## config.mk

```make
export PLATFORM = sky130hd
export DESIGN_NAME = arm_alu_multiply_execute
export DESIGN_NICKNAME = d
export VERILOG_FILES = /design/src/hw/rtl/aame_pkg.sv /design/src/hw/rtl/aame_regfile.sv /design/src/hw/rtl/aame_alu.sv /design/src/hw/rtl/arm_alu_multiply_execute.sv
export SDC_FILE = /design/constraint.sdc
export NUM_CORES = 2
export LEC_CHECK = 0
export BUFFER_PORTS_ARGS = -buffer_cell sky130_fd_sc_hd__buf_2
export CORE_MARGIN = 1
export CORE_UTILIZATION = 40
export CTS_CLUSTER_SIZE = 30
export DETAILED_ROUTE_END_ITERATION = 6
export MAX_ROUTING_LAYER = met4
export PLACE_DENSITY = 0.58
export SLEW_MARGIN = 20
export SYNTH_ARGS = -nofsm -noshare
export SYNTH_HDL_FRONTEND = slang
export SYNTH_SLANG_ARGS = --single-unit
```

## constraint.sdc

```tcl
create_clock -name i_clk -period 17.23 [get_ports i_clk]
set_input_delay 2.5845 -clock i_clk [delete_from_list [all_inputs] [get_ports i_clk]]
set_output_delay 2.5845 -clock i_clk [all_outputs]
set_load 0.01 [all_outputs]
```

## src/hw/rtl/aame_pkg.sv

```systemverilog
// Shared types and constants for the ALU / multiply execute block.
// No dependencies; imported by every module of the block.
package aame_pkg;

    localparam int NUM_REGS = 16;
    localparam int IDX_W    = $clog2(NUM_REGS);
    localparam int DATA_W   = 32;
    localparam int FUNC_W   = 5;

    // Operation codes: data-processing opcodes first, then the multiply forms
    typedef enum logic [FUNC_W-1:0] {
        FN_AND  = 5'd0,
        FN_EOR  = 5'd1,
        FN_SUB  = 5'd2,
        FN_RSB  = 5'd3,
        FN_ADD  = 5'd4,
        FN_ADC  = 5'd5,
        FN_SBC  = 5'd6,
        FN_RSC  = 5'd7,
        FN_TST  = 5'd8,
        FN_TEQ  = 5'd9,
        FN_CMP  = 5'd10,
        FN_CMN  = 5'd11,
        FN_ORR  = 5'd12,
        FN_MOV  = 5'd13,
        FN_BIC  = 5'd14,
        FN_MVN  = 5'd15,
        FN_MUL  = 5'd16,
        FN_MLA  = 5'd17,
        FN_MULL = 5'd18,
        FN_MLAL = 5'd19
    } t_func;

    // Condition flags
    typedef struct packed {
        logic n;
        logic z;
        logic c;
        logic v;
    } t_flags;

    // Register file write request, up to two registers per beat
    typedef struct packed {
        logic              lo_en;
        logic [IDX_W-1:0]  lo_idx;
        logic [DATA_W-1:0] lo_data;
        logic              hi_en;
        logic [IDX_W-1:0]  hi_idx;
        logic [DATA_W-1:0] hi_data;
    } t_wr_req;

endpackage

```

## src/hw/rtl/aame_regfile.sv

```systemverilog
// General-purpose register file: NUM_REGS x 32 flip-flops, five read ports.
// Depends on aame_pkg for sizes and the write request struct.
module aame_regfile
    import aame_pkg::*;
(
    input  logic              i_clk,
    input  logic              i_rst_n,
    input  t_wr_req           i_wr,
    input  logic [IDX_W-1:0]  i_first_idx,
    input  logic [IDX_W-1:0]  i_left_idx,
    input  logic [IDX_W-1:0]  i_right_idx,
    input  logic [IDX_W-1:0]  i_dest_idx,
    input  logic [IDX_W-1:0]  i_high_dest_idx,
    output logic [DATA_W-1:0] o_first_val,
    output logic [DATA_W-1:0] o_left_val,
    output logic [DATA_W-1:0] o_right_val,
    output logic [DATA_W-1:0] o_dest_val,
    output logic [DATA_W-1:0] o_high_dest_val
);

    logic [DATA_W-1:0] r_regs [NUM_REGS];

    // Drop the low write when the high half targets the same register
    always_ff @(posedge i_clk) begin
        if (!i_rst_n) begin
            for (int i = 0; i < NUM_REGS; i++) begin
                r_regs[i] <= '0;
            end
        end else begin
            if (i_wr.lo_en && !(i_wr.hi_en && (i_wr.hi_idx == i_wr.lo_idx))) begin
                r_regs[i_wr.lo_idx] <= i_wr.lo_data;
            end
            if (i_wr.hi_en) begin
                r_regs[i_wr.hi_idx] <= i_wr.hi_data;
            end
        end
    end

    // Read ports
    assign o_first_val     = r_regs[i_first_idx];
    assign o_left_val      = r_regs[i_left_idx];
    assign o_right_val     = r_regs[i_right_idx];
    assign o_dest_val      = r_regs[i_dest_idx];
    assign o_high_dest_val = r_regs[i_high_dest_idx];

endmodule

```

## src/hw/rtl/aame_alu.sv

```systemverilog
// Combinational datapath: 33-bit adder, logic ops, 33x33 multiplier with
// 64-bit accumulate, flag update and write request. Depends on aame_pkg.
module aame_alu
    import aame_pkg::*;
(
    input  logic [FUNC_W-1:0] i_func,
    input  logic              i_set_flags,
    input  logic              i_signed_multiply,
    input  logic [IDX_W-1:0]  i_dest_idx,
    input  logic [IDX_W-1:0]  i_high_dest_idx,
    input  logic [DATA_W-1:0] i_first_val,
    input  logic [DATA_W-1:0] i_operand_value,
    input  logic [DATA_W-1:0] i_left_val,
    input  logic [DATA_W-1:0] i_right_val,
    input  logic [DATA_W-1:0] i_dest_val,
    input  logic [DATA_W-1:0] i_high_dest_val,
    input  t_flags            i_flags,
    output logic [DATA_W-1:0] o_result_low,
    output logic [DATA_W-1:0] o_result_high,
    output t_flags            o_flags,
    output t_wr_req           o_wr
);

    t_func                   func;
    logic [DATA_W-1:0]       add_x;
    logic [DATA_W-1:0]       add_y;
    logic                    add_cin;
    logic [DATA_W:0]         add_sum;
    logic                    add_v;
    logic                    mul_sgn;
    logic [DATA_W:0]         mul_l;
    logic [DATA_W:0]         mul_r;
    logic signed [2*DATA_W+1:0] prod_full;
    logic [2*DATA_W-1:0]     prod;
    logic [2*DATA_W-1:0]     mac;

    assign func = t_func'(i_func);

    // Pick adder operands: subtraction adds the inverted subtrahend
    always_comb begin
        add_x   = i_first_val;
        add_y   = i_operand_value;
        add_cin = 1'b0;
        case (func)
            FN_SUB, FN_CMP: begin
                add_y   = ~i_operand_value;
                add_cin = 1'b1;
            end
            FN_RSB: begin
                add_x   = i_operand_value;
                add_y   = ~i_first_val;
                add_cin = 1'b1;
            end
            FN_ADC: add_cin = i_flags.c;
            FN_SBC: begin
                add_y   = ~i_operand_value;
                add_cin = i_flags.c;
            end
            FN_RSC: begin
                add_x   = i_operand_value;
                add_y   = ~i_first_val;
                add_cin = i_flags.c;
            end
            default: begin
                add_x   = i_first_val;
                add_y   = i_operand_value;
                add_cin = 1'b0;
            end
        endcase
    end

    assign add_sum = {1'b0, add_x} + {1'b0, add_y} + {{DATA_W{1'b0}}, add_cin};
    assign add_v   = ((add_x[DATA_W-1] ^ add_sum[DATA_W-1])
                    & (add_y[DATA_W-1] ^ add_sum[DATA_W-1]));

    // Multiplier: sign-extend to 33 bits only for signed long forms
    assign mul_sgn   = i_signed_multiply & ((func == FN_MULL) | (func == FN_MLAL));
    assign mul_l     = {mul_sgn & i_left_val[DATA_W-1], i_left_val};
    assign mul_r     = {mul_sgn & i_right_val[DATA_W-1], i_right_val};
    assign prod_full = $signed(mul_l) * $signed(mul_r);
    assign prod      = prod_full[2*DATA_W-1:0];
    assign mac       = prod + ((func == FN_MLAL) ? {i_high_dest_val, i_dest_val}
                                                 : {(2*DATA_W){1'b0}});

    // Select result, flags and register writes
    always_comb begin
        o_result_low  = '0;
        o_result_high = '0;
        o_flags       = i_flags;
        o_wr.lo_en    = 1'b0;
        o_wr.lo_idx   = i_dest_idx;
        o_wr.hi_en    = 1'b0;
        o_wr.hi_idx   = i_high_dest_idx;
        case (func)
            FN_AND, FN_EOR, FN_ORR, FN_MOV, FN_BIC, FN_MVN, FN_TST, FN_TEQ: begin
                case (func)
                    FN_AND, FN_TST: o_result_low = i_first_val & i_operand_value;
                    FN_EOR, FN_TEQ: o_result_low = i_first_val ^ i_operand_value;
                    FN_ORR:         o_result_low = i_first_val | i_operand_value;
                    FN_MOV:         o_result_low = i_operand_value;
                    FN_BIC:         o_result_low = i_first_val & ~i_operand_value;
                    default:        o_result_low = ~i_operand_value;
                endcase
                if (i_set_flags || func == FN_TST || func == FN_TEQ) begin
                    o_flags.n = o_result_low[DATA_W-1];
                    o_flags.z = (o_result_low == '0);
                end
                o_wr.lo_en = (func != FN_TST) && (func != FN_TEQ);
            end
            FN_SUB, FN_RSB, FN_ADD, FN_ADC, FN_SBC, FN_RSC, FN_CMP, FN_CMN: begin
                o_result_low = add_sum[DATA_W-1:0];
                if (i_set_flags || func == FN_CMP || func == FN_CMN) begin
                    o_flags.n = add_sum[DATA_W-1];
                    o_flags.z = (add_sum[DATA_W-1:0] == '0);
                    o_flags.c = add_sum[DATA_W];
                    o_flags.v = add_v;
                end
                o_wr.lo_en = (func != FN_CMP) && (func != FN_CMN);
            end
            FN_MUL, FN_MLA: begin
                o_result_low = prod[DATA_W-1:0]
                             + ((func == FN_MLA) ? i_first_val : {DATA_W{1'b0}});
                if (i_set_flags) begin
                    o_flags.n = o_result_low[DATA_W-1];
                    o_flags.z = (o_result_low == '0);
                end
                o_wr.lo_en = 1'b1;
            end
            FN_MULL, FN_MLAL: begin
                o_result_low  = mac[DATA_W-1:0];
                o_result_high = mac[2*DATA_W-1:DATA_W];
                if (i_set_flags) begin
                    o_flags.n = mac[2*DATA_W-1];
                    o_flags.z = (mac == '0);
                end
                o_wr.lo_en = 1'b1;
                o_wr.hi_en = 1'b1;
            end
            default: begin
                o_result_low  = '0;
                o_result_high = '0;
            end
        endcase
        o_wr.lo_data = o_result_low;
        o_wr.hi_data = o_result_high;
    end

endmodule

```

## src/hw/rtl/arm_alu_multiply_execute.sv

```systemverilog
// Top level of the ALU / multiply execute block: input register, handshake,
// flag state and result register. Depends on aame_pkg, aame_regfile, aame_alu.
//
// Usage:
//   Input channel (i_in_valid / o_in_stall) carries one operation per beat:
//   opcode, flag-set bit, register indices, second operand and signedness.
//   Output channel (o_out_valid / i_out_stall) returns one beat per input
//   beat: low and high result words and the NZCV flags after the operation.
//   An accepted beat sits in the input register, where it reads the
//   register file and flags, runs through the adder or the 33x33
//   multiplier and 64-bit accumulator, and once it advances commits its
//   register writes and flags and lands in the result register. Throughput
//   is one beat per cycle while the receiver does not stall; each beat
//   commits before the next one reads, so dependent operations follow back
//   to back without bubbles.
//   The cycle time is set by the multiply-accumulate path.
//   While the receiver stalls a full result register, the input register
//   keeps its beat and o_in_stall rises once both are occupied.
//   Reset (synchronous, active low) clears all sixteen registers, the flags
//   and both valid bits.
module arm_alu_multiply_execute
    import aame_pkg::*;
(
    input  logic                i_clk,
    input  logic                i_rst_n,
    input  logic                i_in_valid,
    output logic                o_in_stall,
    input  logic [FUNC_W-1:0]   i_func,
    input  logic                i_set_flags,
    input  logic [IDX_W-1:0]    i_dest_index,
    input  logic [IDX_W-1:0]    i_first_index,
    input  logic [DATA_W-1:0]   i_operand_value,
    input  logic [IDX_W-1:0]    i_mul_left_index,
    input  logic [IDX_W-1:0]    i_mul_right_index,
    input  logic [IDX_W-1:0]    i_high_dest_index,
    input  logic                i_signed_multiply,
    output logic                o_out_valid,
    input  logic                i_out_stall,
    output logic [DATA_W-1:0]   o_result_low,
    output logic [DATA_W-1:0]   o_result_high,
    output logic                o_flag_negative,
    output logic                o_flag_zero,
    output logic                o_flag_carry,
    output logic                o_flag_overflow
);

    // Input register
    logic                r_in_valid;
    logic [FUNC_W-1:0]   r_func;
    logic                r_set_flags;
    logic [IDX_W-1:0]    r_dest;
    logic [IDX_W-1:0]    r_first;
    logic [DATA_W-1:0]   r_operand;
    logic [IDX_W-1:0]    r_left;
    logic [IDX_W-1:0]    r_right;
    logic [IDX_W-1:0]    r_high_dest;
    logic                r_signed;

    // Architectural flags and result register
    t_flags              r_flags;
    logic                r_out_valid;
    logic [DATA_W-1:0]   r_result_low;
    logic [DATA_W-1:0]   r_result_high;
    t_flags              r_out_flags;

    logic                accept;
    logic                advance;
    logic                n_in_valid;
    logic                n_out_valid;

    logic [DATA_W-1:0]   first_val;
    logic [DATA_W-1:0]   left_val;
    logic [DATA_W-1:0]   right_val;
    logic [DATA_W-1:0]   dest_val;
    logic [DATA_W-1:0]   high_dest_val;
    logic [DATA_W-1:0]   alu_low;
    logic [DATA_W-1:0]   alu_high;
    t_flags              alu_flags;
    t_wr_req             alu_wr;
    t_wr_req             rf_wr;

    // Handshake: move a beat on when the result register is free or draining
    assign advance     = r_in_valid && (!r_out_valid || !i_out_stall);
    assign o_in_stall  = r_in_valid && !advance;
    assign accept      = i_in_valid && !o_in_stall;
    assign n_in_valid  = accept || (r_in_valid && !advance);
    assign n_out_valid = advance || (r_out_valid && i_out_stall);

    always_ff @(posedge i_clk) begin
        if (!i_rst_n) begin
            r_in_valid  <= 1'b0;
            r_out_valid <= 1'b0;
            r_flags     <= '0;
        end else begin
            r_in_valid  <= n_in_valid;
            r_out_valid <= n_out_valid;
            if (advance) begin
                r_flags <= alu_flags;
            end
        end
    end

    // Capture the incoming beat
    always_ff @(posedge i_clk) begin
        if (accept) begin
            r_func      <= i_func;
            r_set_flags <= i_set_flags;
            r_dest      <= i_dest_index;
            r_first     <= i_first_index;
            r_operand   <= i_operand_value;
            r_left      <= i_mul_left_index;
            r_right     <= i_mul_right_index;
            r_high_dest <= i_high_dest_index;
            r_signed    <= i_signed_multiply;
        end
    end

    // Load the result register
    always_ff @(posedge i_clk) begin
        if (advance) begin
            r_result_low  <= alu_low;
            r_result_high <= alu_high;
            r_out_flags   <= alu_flags;
        end
    end

    // Commit register writes only when the beat advances
    always_comb begin
        rf_wr       = alu_wr;
        rf_wr.lo_en = alu_wr.lo_en && advance;
        rf_wr.hi_en = alu_wr.hi_en && advance;
    end

    aame_regfile u_regfile (
        .i_clk           (i_clk),
        .i_rst_n         (i_rst_n),
        .i_wr            (rf_wr),
        .i_first_idx     (r_first),
        .i_left_idx      (r_left),
        .i_right_idx     (r_right),
        .i_dest_idx      (r_dest),
        .i_high_dest_idx (r_high_dest),
        .o_first_val     (first_val),
        .o_left_val      (left_val),
        .o_right_val     (right_val),
        .o_dest_val      (dest_val),
        .o_high_dest_val (high_dest_val)
    );

    aame_alu u_alu (
        .i_func            (r_func),
        .i_set_flags       (r_set_flags),
        .i_signed_multiply (r_signed),
        .i_dest_idx        (r_dest),
        .i_high_dest_idx   (r_high_dest),
        .i_first_val       (first_val),
        .i_operand_value   (r_operand),
        .i_left_val        (left_val),
        .i_right_val       (right_val),
        .i_dest_val        (dest_val),
        .i_high_dest_val   (high_dest_val),
        .i_flags           (r_flags),
        .o_result_low      (alu_low),
        .o_result_high     (alu_high),
        .o_flags           (alu_flags),
        .o_wr              (alu_wr)
    );

    assign o_out_valid     = r_out_valid;
    assign o_result_low    = r_result_low;
    assign o_result_high   = r_result_high;
    assign o_flag_negative = r_out_flags.n;
    assign o_flag_zero     = r_out_flags.z;
    assign o_flag_carry    = r_out_flags.c;
    assign o_flag_overflow = r_out_flags.v;

    // Stall only ever holds back a beat already in the input register
    a_stall_needs_beat: assert property (@(posedge i_clk) disable iff (!i_rst_n)
        o_in_stall |-> r_in_valid)
        else $error("input stall raised with empty input register");

    // An advancing beat always shows up as a result next cycle
    a_advance_delivers: assert property (@(posedge i_clk) disable iff (!i_rst_n)
        advance |=> r_out_valid)
        else $error("advanced beat missing from result register");

    // Reported flags match the architectural flags while a result is held
    a_flags_match: assert property (@(posedge i_clk) disable iff (!i_rst_n)
        r_out_valid |-> (r_out_flags == r_flags))
        else $error("reported flags differ from flag state");

    // No register write leaks out of a beat that does not advance
    a_write_gated: assert property (@(posedge i_clk) disable iff (!i_rst_n)
        (rf_wr.lo_en || rf_wr.hi_en) |-> advance)
        else $error("register write without advancing beat");

endmodule
```

==> results.yml <==
clocking:
  path_clk_slew_ns: 0.07
  postCtsSetupBuffers: 0
  cts_tree: "built"
  clockBufferDepth: 3
  clockRootBuffer: "clkbuf_16"
  hold_buffers: 0
  htreeDepth: 3
  cts_buffers: 71
  numClockSinks: 665
  cts_resized: 0
  worst_skew_pair.late_latency_ns: 0.70
floorplanning:
  row_count: 174
  coreArea_mm2: 0.2258
  die_h_um: 479.6
  die-area_mm2: 0.2300
  ios: 133
  die_w_um: 479.6
  initial_utilization: 0.4041
synth:
  yosysTopAreaCell: "fa_1"
  synth_edf_count: 639
  synth_area_leaders: "fa_1, edfxtp_1, mux4_2"
  synth_top_area_share: 0.2478
  synth_top_flop_cell: "edfxtp_1"
  ys_seq_area_frac: 0.2161
  synth_cells: 8162
  synth_area_per_cell_um2: 11.18
  syn_nets: 9723
  ys_types: 95
  synthArstFlopShare: 0
  netlist_area_mm2: 0.09122
  synth_warnings: 0
  synth_seq_cells: 665
timing:
  hold_viol_final: 0
  slew_headroom: 0.1856
  rsz0062_at_grt: "false"
  fin_crit_ns: 15.30
  setup-tns-final_ns: 0
  report.final.setup_viol: 0
  setup_ws_ns: 1.935
  finalCritPeriodShare: 0.8877
  final-max-slew-violation-count: 0
  holdWs_ns: 0.4738
  fin_skew_ns: 0.04557
  worstMarginPinSlew_ns: 1.219
  max_clock_freq_ghz: 0.06538
grt:
  grt-ovfl-total: 0
  grt_pass1_wl_um: 547200
  grt_max_degree: 101
  grt_usage: 0.3407
  grt_pass1_vias: 75089
  antenna_found_initial: 35
drt:
  drt-vias-per-instance: 6.816
  wl_per_cell_um: 34.83
  drt_iter0_markers: 11179
  via_count: 74501
  wl_um: 380800
  ant_nets: 0
  first_pass_iters: 7
  drcViolationCount: 2
critical_path:
  critical_path_required_ns: 17.78
  worstPathBufferInverterCount: 4
  crit_family: "adder cells"
  slowest_delay_ns: 0.86
  worstSetupStartpointType: "flop"
  crit_type: "reg -> reg"
  worstPathMaxFanout: 47
  cp.arrival_ns: 15.84
  endpoint_kind: "flop"
  slowest_stage: "dfxtp_4"
  crit_top_cell: "fa_1"
layout:
  layout.nets: 9411
  final_common_cell: "nand2_1"
  area_delta_synth_final_pct: 6.844
  mostFrequentLayoutCells: "nand2_1, fa_1, mux4_2"
  fin_cells: 10931
  final_layout_size_suffix_gt1_frac: 0.1778
placed_design:
  port_buffers: 132
  pre_cts_ws_ns: 2.141
  place_congestion: 1.058
  dpl.hpwl_um: 269400
  dp_cells: 10769
job:
  maxCapViolCount: 0
outcome:
  status: "finished, violations left"
  violations: "design-rule violations"
hold_path:
  hp-class: "reg -> reg"
[area by class of cell]
cell class | instances | area, µm²
flip-flops and latches | 665 | 19770
fillers | 20963 | 128300
inverters | 745 | 2798
clock buffers | 78 | 1813
well taps | 2992 | 3744
multi-input cells | 6055 | 66490
clock inverters | 54 | 673.1
diodes | 30 | 75.07
repair buffers | 312 | 2100
[cells in the mapped netlist (all sizes together), types with 28 or more instances]
library cell,count
a31oi,28
buf,126
nand4,50
edfxtp,639
o21ai,217
xor2,58
nand3,74
ha,369
fa,1129
o21a,41
and3,89
mux2,53
xnor2,132
nor3,59
nand2,1162
a221o,34
mux4,764
o22ai,541
nor2,255
a21o,62
inv,745
and2,174
a211oi,53
mux2i,53
clkbuf,571
or2,35
nor2b,51
a21oi,215
[through the flow]
stage / utilization / instance area, µm²
after floorplan: - / 91220
after global placement: 0.4203 / 94880
after detailed placement: 0.4203 / 94900
after CTS: 0.4314 / 97380
after global routing: 0.4317 / 97460
final: 0.4317 / 97460
[routing by layer]
metal  share of wire  track usage  wire (µm)  vias up
met1            0.36       0.4156     136200    38497
met5               0            -          0        -
met2            0.43       0.4893     165400     5711
met4           0.070       0.1909      26510        0
met3            0.14       0.1215      52710     1275
li1                -            -          -    29018
[sequential cells by signal (all words and copies together), names as in the netlist, 4 cells and up, named ones only]
name	count
r_left	4
r_func	5
r_right	4
r_first	4
r_high_dest	4
r_dest	4
r_operand	32
u_regfile.r_regs	512
o_result_high	32
r_flags	4
o_result_low	32
[worst paths after layout]
check,to,slack (ns),startpoint,cells past startpoint
hold / removal,flop,0.47,r_first[1],1
setup / recovery,o_flag_zero,1.93,flop,41
setup reg to reg,o_flag_zero,1.93,flop,41
hold reg to reg,flop,0.47,r_first[1],1
[cells by family after synthesis]
logic type                 synth area share
buffers and inverters               0.06056
adders and majority gates            0.2984
xor gates and xnor gates            0.01824
AOI/OAI and AO/OA                    0.1040
and+or+nand+nor                      0.1016
muxes                                0.2011
DFF                                  0.2161
Power is left out: the tool's default activity adds up to more than one toggle a clock period on the data nets, which glitch-free logic cannot reach.
